<file path="src/sv/sle_pkg.sv">
package sle_pkg;

    typedef logic [2:0] op_t;

    localparam op_t OP_CLEAR  = 3'd0;
    localparam op_t OP_INSERT = 3'd1;
    localparam op_t OP_DELETE = 3'd2;
    localparam op_t OP_GET    = 3'd3;
    localparam op_t OP_LOCATE = 3'd4;
    localparam op_t OP_PRIOR  = 3'd5;
    localparam op_t OP_NEXT   = 3'd6;

    localparam int DATA_W = 32;
    localparam int POS_W  = 6;
    localparam int LEN_W  = 7;
    localparam int IDX_W  = 7;

    typedef struct packed {
        logic              ok;
        logic [DATA_W-1:0] data_out;
        logic [POS_W-1:0]  position;
        logic [LEN_W-1:0]  length;
        logic              empty_res;
    } sle_res_t;

endpackage

</file>
<file path="src/sv/sle_ram.sv">
module sle_ram #(
    parameter int WIDTH = 32,
    parameter int DEPTH = 64
) (
    input  logic                     aclk,
    input  logic                     we,
    input  logic [$clog2(DEPTH)-1:0] waddr,
    input  logic [WIDTH-1:0]         wdata,
    input  logic [$clog2(DEPTH)-1:0] raddr,
    output logic [WIDTH-1:0]         rdata
);

    logic [WIDTH-1:0] mem [DEPTH];

    always_ff @(posedge aclk) begin
        if (we) begin
            mem[waddr] <= wdata;
        end
        rdata <= mem[raddr];
    end

endmodule

</file>
<file path="src/sv/sle_core.sv">
module sle_core #(
    parameter int DEPTH         = 64,
    parameter int ELEMENT_WIDTH = 32
) (
    input  logic                        aclk,
    input  logic                        aresetn,
    input  logic                        start,
    input  sle_pkg::op_t                op,
    input  logic [sle_pkg::IDX_W-1:0]   idx,
    input  logic [sle_pkg::DATA_W-1:0]  value,
    output logic                        idle,
    output logic                        ram_we,
    output logic [$clog2(DEPTH)-1:0]    ram_waddr,
    output logic [ELEMENT_WIDTH-1:0]    ram_wdata,
    output logic [$clog2(DEPTH)-1:0]    ram_raddr,
    input  logic [ELEMENT_WIDTH-1:0]    ram_rdata,
    output logic                        res_valid,
    input  logic                        res_ready,
    output sle_pkg::sle_res_t           res
);

    localparam int AW  = $clog2(DEPTH);
    localparam int LW  = $clog2(DEPTH + 1);
    localparam int CW  = (LW > sle_pkg::IDX_W) ? LW : sle_pkg::IDX_W;
    localparam int DW  = (ELEMENT_WIDTH > sle_pkg::DATA_W) ? ELEMENT_WIDTH : sle_pkg::DATA_W;
    localparam int PW  = (AW > sle_pkg::POS_W) ? AW : sle_pkg::POS_W;
    localparam int LXW = (LW > sle_pkg::LEN_W) ? LW : sle_pkg::LEN_W;

    localparam logic [1:0] ST_IDLE = 2'd0;
    localparam logic [1:0] ST_SCAN = 2'd1;
    localparam logic [1:0] ST_PUTV = 2'd2;
    localparam logic [1:0] ST_FIN  = 2'd3;

    logic [1:0]                  state_reg, state_next;
    logic [LW-1:0]               len_reg, len_next;
    sle_pkg::op_t                op_reg, op_next;
    logic [AW-1:0]               idx_reg, idx_next;
    logic [ELEMENT_WIDTH-1:0]    val_reg, val_next;
    logic [AW-1:0]               ptr_reg, ptr_next;
    logic [LW-1:0]               cnt_reg, cnt_next;
    logic                        pend_reg, pend_next;
    logic [AW-1:0]               paddr_reg, paddr_next;
    logic                        found_reg, found_next;
    logic [ELEMENT_WIDTH-1:0]    prev_reg, prev_next;
    logic                        ok_reg, ok_next;
    logic [sle_pkg::DATA_W-1:0]  data_reg, data_next;
    logic [AW-1:0]               pos_reg, pos_next;

    logic [CW-1:0]               idx_ext, len_ext;
    logic [LW-1:0]               len_m1;
    logic [DW-1:0]               rd_wide, prev_wide, val_wide;
    logic [PW-1:0]               pos_wide;
    logic [LXW-1:0]              len_wide;
    logic                        issue;

    assign idx_ext   = CW'(idx);
    assign len_ext   = CW'(len_reg);
    assign len_m1    = len_reg - LW'(1);
    assign rd_wide   = DW'(ram_rdata);
    assign prev_wide = DW'(prev_reg);
    assign val_wide  = DW'(value);
    assign pos_wide  = PW'(pos_reg);
    assign len_wide  = LXW'(len_reg);
    assign issue     = (cnt_reg != '0) && !found_reg;

    assign idle          = (state_reg == ST_IDLE);
    assign res_valid     = (state_reg == ST_FIN);
    assign res.ok        = ok_reg;
    assign res.data_out  = data_reg;
    assign res.position  = pos_wide[sle_pkg::POS_W-1:0];
    assign res.length    = len_wide[sle_pkg::LEN_W-1:0];
    assign res.empty_res = (len_reg == '0);

    always_comb begin
        state_next = state_reg;
        len_next   = len_reg;
        op_next    = op_reg;
        idx_next   = idx_reg;
        val_next   = val_reg;
        ptr_next   = ptr_reg;
        cnt_next   = cnt_reg;
        pend_next  = 1'b0;
        paddr_next = ptr_reg;
        found_next = found_reg;
        prev_next  = prev_reg;
        ok_next    = ok_reg;
        data_next  = data_reg;
        pos_next   = pos_reg;
        ram_we     = 1'b0;
        ram_waddr  = paddr_reg;
        ram_wdata  = ram_rdata;
        ram_raddr  = ptr_reg;

        unique case (state_reg)
            ST_IDLE: begin
                if (start) begin
                    op_next    = op;
                    idx_next   = idx_ext[AW-1:0];
                    val_next   = val_wide[ELEMENT_WIDTH-1:0];
                    ok_next    = 1'b0;
                    data_next  = '0;
                    pos_next   = '0;
                    found_next = 1'b0;
                    state_next = ST_FIN;
                    unique case (op) inside
                        sle_pkg::OP_CLEAR: begin
                            len_next = '0;
                            ok_next  = 1'b1;
                        end
                        sle_pkg::OP_INSERT: begin
                            if (len_ext < CW'(DEPTH) && idx_ext <= len_ext) begin
                                ptr_next   = len_m1[AW-1:0];
                                cnt_next   = LW'(len_ext - idx_ext);
                                state_next = ST_SCAN;
                            end
                        end
                        sle_pkg::OP_DELETE, sle_pkg::OP_GET: begin
                            if (idx_ext < len_ext) begin
                                ptr_next   = idx_ext[AW-1:0];
                                cnt_next   = (op == sle_pkg::OP_DELETE)
                                           ? LW'(len_ext - idx_ext) : LW'(1);
                                state_next = ST_SCAN;
                            end
                        end
                        sle_pkg::OP_LOCATE, sle_pkg::OP_PRIOR, sle_pkg::OP_NEXT: begin
                            ptr_next   = '0;
                            cnt_next   = len_reg;
                            state_next = ST_SCAN;
                        end
                        default: begin
                            state_next = ST_FIN;
                        end
                    endcase
                end
            end
            ST_SCAN: begin
                if (issue) begin
                    pend_next  = 1'b1;
                    paddr_next = ptr_reg;
                    cnt_next   = cnt_reg - LW'(1);
                    ptr_next   = (op_reg == sle_pkg::OP_INSERT)
                               ? ptr_reg - AW'(1) : ptr_reg + AW'(1);
                end
                if (pend_reg) begin
                    unique case (op_reg)
                        sle_pkg::OP_INSERT: begin
                            ram_we    = 1'b1;
                            ram_waddr = paddr_reg + AW'(1);
                        end
                        sle_pkg::OP_DELETE: begin
                            if (paddr_reg == idx_reg) begin
                                data_next = rd_wide[sle_pkg::DATA_W-1:0];
                            end else begin
                                ram_we    = 1'b1;
                                ram_waddr = paddr_reg - AW'(1);
                            end
                        end
                        sle_pkg::OP_GET: begin
                            data_next = rd_wide[sle_pkg::DATA_W-1:0];
                            ok_next   = 1'b1;
                        end
                        default: begin
                            if (found_reg) begin
                                // element after the match
                                if (op_reg == sle_pkg::OP_NEXT) begin
                                    data_next = rd_wide[sle_pkg::DATA_W-1:0];
                                    ok_next   = 1'b1;
                                end
                            end else if (ram_rdata == val_reg) begin
                                found_next = 1'b1;
                                if (op_reg == sle_pkg::OP_LOCATE) begin
                                    ok_next  = 1'b1;
                                    pos_next = paddr_reg;
                                end else if (op_reg == sle_pkg::OP_PRIOR
                                             && paddr_reg != '0) begin
                                    ok_next   = 1'b1;
                                    data_next = prev_wide[sle_pkg::DATA_W-1:0];
                                end
                            end else begin
                                prev_next = ram_rdata;
                            end
                        end
                    endcase
                end
                if (!issue && !pend_reg) begin
                    if (op_reg == sle_pkg::OP_INSERT) begin
                        state_next = ST_PUTV;
                    end else begin
                        if (op_reg == sle_pkg::OP_DELETE) begin
                            len_next = len_reg - LW'(1);
                            ok_next  = 1'b1;
                        end
                        state_next = ST_FIN;
                    end
                end
            end
            ST_PUTV: begin
                ram_we     = 1'b1;
                ram_waddr  = idx_reg;
                ram_wdata  = val_reg;
                len_next   = len_reg + LW'(1);
                ok_next    = 1'b1;
                state_next = ST_FIN;
            end
            ST_FIN: begin
                if (res_ready) begin
                    state_next = ST_IDLE;
                end
            end
            default: begin
                state_next = ST_IDLE;
            end
        endcase
    end

    always_ff @(posedge aclk) begin
        if (!aresetn) begin
            state_reg <= ST_IDLE;
            len_reg   <= '0;
            pend_reg  <= 1'b0;
            found_reg <= 1'b0;
            cnt_reg   <= '0;
        end else begin
            state_reg <= state_next;
            len_reg   <= len_next;
            pend_reg  <= pend_next;
            found_reg <= found_next;
            cnt_reg   <= cnt_next;
        end
    end

    always_ff @(posedge aclk) begin
        op_reg    <= op_next;
        idx_reg   <= idx_next;
        val_reg   <= val_next;
        ptr_reg   <= ptr_next;
        paddr_reg <= paddr_next;
        prev_reg  <= prev_next;
        ok_reg    <= ok_next;
        data_reg  <= data_next;
        pos_reg   <= pos_next;
    end

    a_len_bound: assert property (@(posedge aclk) disable iff (!aresetn)
        len_reg <= LW'(DEPTH))
        else $error("list length beyond capacity");

    a_start_busy: assert property (@(posedge aclk) disable iff (!aresetn)
        start |=> state_reg != ST_IDLE)
        else $error("accepted item left the sequencer idle");

    a_no_overlap: assert property (@(posedge aclk) disable iff (!aresetn)
        (state_reg == ST_SCAN && ram_we && issue) |-> ram_waddr != ram_raddr)
        else $error("shift write hits the address being read");

    a_putv_after_scan: assert property (@(posedge aclk) disable iff (!aresetn)
        state_reg == ST_PUTV |-> $past(state_reg) == ST_SCAN && op_reg == sle_pkg::OP_INSERT)
        else $error("value write outside an insert");

endmodule

</file>
<file path="src/sv/sequential_list_engine.sv">
// bounded ordered list of up to DEPTH signed entries held in a single-port-write ram; one
// request is taken at a time and s_tready stays low until its result is in the output
// register. insert and delete shift the entries between the index and the end of the
// list, and locate, prior and next search it from the front; the shift or search walk
// moves or compares one entry per cycle through the ram's single read and write port. a
// result waiting in the output register does not stop the next item being accepted
// and worked on.
module sequential_list_engine #(
    parameter int DEPTH         = 64,
    parameter int ELEMENT_WIDTH = 32
) (
    input  logic        aclk,
    input  logic        aresetn,
    input  logic        s_tvalid,
    output logic        s_tready,
    input  logic [39:0] s_tdata,   // index[6:0], value[38:7], zero pad
    input  logic [2:0]  s_tuser,   // op
    output logic        m_tvalid,
    input  logic        m_tready,
    output logic [47:0] m_tdata    // ok, data_out[32:1], position[38:33], length[45:39],
                                   // empty_res[46], zero pad
);

    localparam int AW = $clog2(DEPTH);

    logic                     start;
    logic                     core_idle;
    logic                     ram_we;
    logic [AW-1:0]            ram_waddr, ram_raddr;
    logic [ELEMENT_WIDTH-1:0] ram_wdata, ram_rdata;
    logic                     res_valid, res_ready;
    sle_pkg::sle_res_t        res;
    logic                     m_tvalid_reg;
    logic [47:0]              m_tdata_reg;

    assign s_tready  = core_idle;
    assign start     = s_tvalid && s_tready;
    assign res_ready = !m_tvalid_reg || m_tready;
    assign m_tvalid  = m_tvalid_reg;
    assign m_tdata   = m_tdata_reg;

    sle_ram #(
        .WIDTH (ELEMENT_WIDTH),
        .DEPTH (DEPTH)
    ) u_ram (
        .aclk  (aclk),
        .we    (ram_we),
        .waddr (ram_waddr),
        .wdata (ram_wdata),
        .raddr (ram_raddr),
        .rdata (ram_rdata)
    );

    sle_core #(
        .DEPTH         (DEPTH),
        .ELEMENT_WIDTH (ELEMENT_WIDTH)
    ) u_core (
        .aclk      (aclk),
        .aresetn   (aresetn),
        .start     (start),
        .op        (s_tuser),
        .idx       (s_tdata[6:0]),
        .value     (s_tdata[38:7]),
        .idle      (core_idle),
        .ram_we    (ram_we),
        .ram_waddr (ram_waddr),
        .ram_wdata (ram_wdata),
        .ram_raddr (ram_raddr),
        .ram_rdata (ram_rdata),
        .res_valid (res_valid),
        .res_ready (res_ready),
        .res       (res)
    );

    always_ff @(posedge aclk) begin
        if (!aresetn) begin
            m_tvalid_reg <= 1'b0;
        end else if (res_valid && res_ready) begin
            m_tvalid_reg <= 1'b1;
        end else if (m_tready) begin
            m_tvalid_reg <= 1'b0;
        end
    end

    always_ff @(posedge aclk) begin
        if (res_valid && res_ready) begin
            m_tdata_reg <= {1'b0, res.empty_res, res.length, res.position,
                            res.data_out, res.ok};
        end
    end

endmodule

</file>
<file path="config.mk">
export PLATFORM = sky130hd
export DESIGN_NAME = sequential_list_engine
export DESIGN_NICKNAME = d
export VERILOG_FILES = /design/src/sv/sle_pkg.sv /design/src/sv/sle_ram.sv /design/src/sv/sle_core.sv /design/src/sv/sequential_list_engine.sv
export SDC_FILE = /design/constraint.sdc
export NUM_CORES = 2
export LEC_CHECK = 0
export BUFFER_PORTS_ARGS = -buffer_cell sky130_fd_sc_hd__buf_2
export CORE_UTILIZATION = 60
export CTS_BUF_LIST = sky130_fd_sc_hd__clkbuf_2
export DETAILED_ROUTE_END_ITERATION = 16
export GPL_ROUTABILITY_DRIVEN = 0
export PLACE_DENSITY = 0.76
export RECOVER_POWER = 50
export SYNTH_ARGS = -nofsm -noshare
export SYNTH_HDL_FRONTEND = slang
export SYNTH_HIERARCHICAL = 1
export SYNTH_SLANG_ARGS = --single-unit
</file>
<file path="constraint.sdc">
create_clock -name aclk -period 8.65 [get_ports aclk]
set_input_delay 1.73 -clock aclk [delete_from_list [all_inputs] [get_ports aclk]]
set_output_delay 1.73 -clock aclk [all_outputs]
set_load 0.1 [all_outputs]
</file>
# --- Yosys cells after proc, flatten, opt, wreduce, memory -nomap -nowiden ---
# Memory sizes are Yosys's and may differ from the RTL's. A register that Yosys moved wholly into a read port is not among the register bits.
# Cells that the tools add are included.
totals:
  register_bits: 190
  latchBits: 0
  ramBits: 2048
  rom_bits: 0
  input_bits: 47
  word_cells: 179
  memories: 1
op_classes:
  n_addsub: 8
  mul: 0
  div: 0
  n_lt_le_gt_ge: 3
  eq_ne: 37
  shift: 0
  n_mux: 78
  bitwise_logic: 3
  n_reduce_logical: 33
memory_table:
  columns: ["memory", "words", "width", "read_ports", "rd_clocked_by_memory_dff", "wr", "line", "text"]
  rows:
  - ["u_ram.mem", 64, 32, 1, 1, 1, "sle_ram.sv:13", "logic [WIDTH-1:0] mem [DEPTH];"]
op_table:
  columns: ["cell", "n"]
  rows:
  - ["$mux W32", 9]
  - ["$pmux W32 S3", 1]
  - ["$mux W6", 13]
  - ["$mux W7", 10]
  - ["$pmux W32 S2", 1]
  - ["$pmux W6 S2", 4]
  - ["$pmux W7 S3", 2]
  - ["$eq A32 B32 Y1", 1]
  - ["$mux W1", 24]
  - ["$eq A3 B3 Y1 const B", 6]
  - ["$ne A2 B1 Y1 const B", 9]
  - ["$pmux W6 S3", 1]
  - ["$pmux W7 S2", 1]
  - ["$sub A7 B1 Y7 const B", 2]
  - ["$add A6 B1 Y6 const B", 2]
  - ["$eq A3 B2 Y1 const B", 4]
  - ["$reduce_and A6 Y1", 2]
  - ["$sub A6 B1 Y6 const B", 2]
  - ["$mux W2", 5]
  - ["$ne A5 B2 Y1 const B", 2]
  - ["$reduce_and A9 Y1", 1]
  - ["$pmux W1 S2", 4]
  - ["$pmux W2 S4", 1]
  - ["$add A7 B1 Y7 const B", 1]
  - ["other kinds (34)", 54]

# --- Longest topological paths before layout ---
depth:
  word_depth: 12
  depth_mapped: 13

# --- Cells and area by module ---
# The synthesis kept the hierarchy.
modules_own_cells:
  columns: ["module", "n_inst", "cells_each", "area_each_um2", "seq_area_each_um2"]
  rows:
  - ["sle_ram", 1, 3511, 79039.6, 62139.6]
  - ["sle_core", 1, 711, 7618.6, 4023.9]
  - ["sequential_list_engine", 1, 55, 1486.4, 1431.4]

# --- Least setup slack after synthesis ---
# No wires, ideal clock.
synth_timing:
  path_kind: "input to register"
  startpoint: "in s_tvalid"
  endpoint: "reg u_core/data_reg[0] (netlist bit) (enable)"
  setup_time_ns: 0.474
  t_arrival_ns: 5.584
  t_required_ns: 8.176
  setup_slack_ns: 2.591
  cell_stages: 4
  cell_sequence: "and2_1 and2_1 a21oi_1 a221oi_1"
synth_via:
  elab_chain_cells: 3
synth_lines:
  columns: ["element", "line", "text"]
  rows:
  - ["from (decl)", "sequential_list_engine.sv:14", "input logic s_tvalid,"]
  - ["$logic_and A1 B1 Y1", "sequential_list_engine.sv:37", "assign start = s_tvalid && s_tready;"]
  - ["$ne A2 B1 Y1 (no source line)", null, null]
  - ["$reduce_and A9 Y1 (no source line)", null, null]
  - ["to (signal assigned)", "sle_core.sv:240", "data_reg <= data_next;"]
  - ["to (decl)", "sle_core.sv:46", "logic [sle_pkg::DATA_W-1:0] data_reg, data_next;"]
# No other way between the ends.
# A chain may end at the register's enable or synchronous reset.

# --- Final worst setup path ---
layout_timing:
  startpoint: "reg u_core.state_reg[0]"
  endpoint: "mem u_ram.mem[54][18], data pin"
layout_via:
  elab_chain_cells: 2
layout_lines:
  columns: ["element", "line", "text"]
  rows:
  - ["from (decl)", "sle_core.sv:34", "logic [1:0] state_reg, state_next;"]
  - ["from (signal assigned)", "sle_core.sv:224", "state_reg <= state_next;"]
  - ["$eq A2 B2 Y1", "sle_core.sv:94", "unique case (state_reg)"]
  - ["$mux W32", "sle_core.sv:94", null]
  - ["net ram_wdata[18]", "sequential_list_engine.sv:30", "logic [ELEMENT_WIDTH-1:0] ram_wdata, ram_rdata;"]
  - ["to (decl)", "sle_ram.sv:13", null]
# The timed path passes the listed nets, and every way through them passes these cells.

==> results.toml <==
[outcome]
status = "finished, violations left"
violations = "capacitance limit, slew limit"

[timing]
whs_ns = 0.290
setup_viol = 0
post-route-period-util_pct = 75.9
final_max_slew_viol_count = 2151
fin_crit_ns = 6.57
fin_setup_tns_ns = 0
fin_skew_ns = 0.127
worstMarginPinSlew_ns = 3.68
hold_viol = 0
fmax_mhz = 152
rsz0062_at_grt = "no"
slew_headroom_pct = -145

[logic_synthesis]
syn-cell-area_um2 = 88100
seq_area_frac_synth_pct = 76.7
synth-edff-count = 2213
syn_inst = 4277
syn_nets = 4349
ys.flop_type = "edfxtp_1"
yosys_warnings = 6
synthArstFlopShare_pct = 0
synth_cell_type_count = 77
avgSynthCellArea_um2 = 20.6
synth.ff_latch_count = 2270

[floorplanning]
fp.dieW_um = 385
start_util_pct = 60.5
ios = 97
die_y_um = 385
fp.dieArea_um2 = 148000
row_count = 140
core_area_um2 = 146000

[drt]
wl_per_cell_um = 30.1
first_pass_iters = 6
via_per_inst = 6.53
drc = 0
num_vias = 46900
drt_iter0_drc = 6455
drtAntennaViolNets = 0
finalWirelength_mm = 216

[final_layout]
register_area_um2 = 67600
final_common_cell = "edfxtp_1"
final_cell_mix = "edfxtp_1, clkbuf_2, mux4_2"
final_area_um2 = 96600
drive_gt1_share_pct = 30.6
multi_input_area_um2 = 19500
largest_reg_flops = 2048
fillers = 9461
area_growth_pct = 9.55
fin_nets = 4959

[worst_setup_path]
cp.required_ns = 9.58
arrival_ns = 7.49
setup.worst_path.class = "flop to flop"
path_delay_family = "buffers and inverters"
cpPeakStageDelay_ns = 2.57
path_buf_inv = 3
cp_slowest_cell = "clkbuf_1"
critPathLaunchType = "flop"
endpoint_kind = "flop"
worst-path-max-fanout = 64
crit_path_cell_trace = "inv_1 -> ha_1 -> clkbuf_1 -> mux2_2 -> clkbuf_1"
crit_top_cell = "clkbuf_1"

[global_routing]
grt_pass1_vias = 47100
grtUsageTotal_pct = 29.5
antenna_found_initial = 10
gr-total-overflow = 0
grt_pass1_wl_mm = 310
grt_max_degree = 98

[power]
power.internal_mw = 20.5
p_leak_nw = 31.7
combPwrFrac_pct = 30.3
seq_power_share_pct = 47.7
power.total_mw = 31.7
switching_share_pct = 35.4
power_density_nw_per_um2 = 328
clkPwrFrac_pct = 22.0
ir_worst_vdd_v = 0.000298
p_sw_mw = 11.2

[clocking]
cts_sinks = 2270
cts_max_level = 6
clkSlewWorstSetupHoldPaths_ns = 0.09
cts_resized = 0
clock_path_buffers = 4
root_buffer = "clkbuf_2"
cts_buffers = 560
cts_tree = "built"
clk_latency_ns = 1.76

[place]
placedInstanceArea_um2 = 91400
dp_hpwl_mm = 119
portBuffers = 94

[min_path]
hold_class = "input port to flop"

[run]
max_cap_viol_count = 39
power groups by stage:
| stage | clock (mW) | sequential, mW | combinational (mW) |
|---|---|---|---|
| 3_5_place_dp | 0 | 15.1 | 9.48 |
| 5_1_grt | 7.64 | 15.2 | 9.98 |
| 3_3_place_gp | 0 | 15.0 | 9.25 |
| 6_report | 6.98 | 15.1 | 9.60 |
| 4_1_cts | 7.11 | 14.8 | 9.51 |
| 2_1_floorplan | 0 | 15.1 | 5.73 |
what timing repair did:
action,4_1_cts,5_1_grt
endpoints found under the hold margin,37,0
hold buffers,37,0
setup buffers,0,0
cell type report:
cell class	instances	share of cell area, %
Antenna cell	13	0.0337
Clock buffer	803	4.16
Clock inverter	122	0.949
Inverter	30	0.117
Multi-Input combinational cell	1733	20.2
Sequential cell	2270	70.0
Tap cell	1917	2.48
Timing Repair Buffer	292	2.02
metal layers:
metal | wire [um] | up-vias | GRT usage, % | part of all wire (%)
met2 | 101000 | 3274 | 44.9 | 47
li1 | - | 19400 | - | -
met3 | 28000 | 434 | 8.47 | 13
met1 | 79000 | 23800 | 40.4 | 36
met5 | 82 | - | 0 | 0.038
met4 | 8490 | 10 | 12.5 | 3.9
synthesized netlist by cell type (all sizes together), types with 16 or more instances:
library cell	count	area, um2
buf	138	1040
dfxtp	57	1140
o211ai	16	120
o221ai	18	158
ha	23	288
inv	30	113
o21ai	52	260
clkbuf	106	399
a31oi	29	181
nand3	58	290
a22oi	129	968
edfxtp	2213	66500
mux2	32	360
xnor2	16	140
nor2	123	462
mux4	446	10000
nand2	128	480
xor2	40	350
a211oi	32	245
a21oi	100	500
o22ai	43	269
nor3	19	95.1
mux2i	190	1900
nor2b	20	125
worst paths after layout:
| kind | from | end | slack [ns] | cells after the start |
|---|---|---|---|---|
| max | u_core/state_reg[0] | u_ram/mem[54][18] | 2.08 | 5 |
| min | m_tready | m_tvalid | 0.29 | 3 |
| max reg2reg | u_core/state_reg[0] | u_ram/mem[54][18] | 2.08 | 5 |
| min reg2reg | u_core/data_reg[12] | m_tdata[13] | 0.40 | 0 |
worst reg2reg max path, stage by stage, from the launching register on:
cell	delay, ns
dfxtp_1	0.34
inv_1	0.12
ha_1	0.23
clkbuf_1	1.93
mux2_2	0.49
clkbuf_1	2.57
per-stage QoR:
stage          setup WS, ns  utilization [%]  instances
4_1_cts                3.54             66.4       7167
3_5_place_dp           3.66             62.7       6205
2_1_floorplan          2.59                -       4277
5_1_grt                1.79             66.2       7176
3_3_place_gp           3.72             62.7       6205
6_report               2.08             66.3       7180
logic make-up (layout without fill, tap and decap cells):
kind of cell               Yosys count  after routing  share of synthesized area, %
xor gates and xnor gates            56             56                         0.556
buffers and inverters              274           1247                          1.76
and+or+nand+nor                    448            448                          2.43
muxes                              668            668                          14.0
AOI/OAI and AO/OA                  535            535                          4.23
adders and majority gates           25             25                         0.372
other                                1             14                       0.00425
DFF                               2270           2270                          76.7
Power figures use the tool's default switching activity.
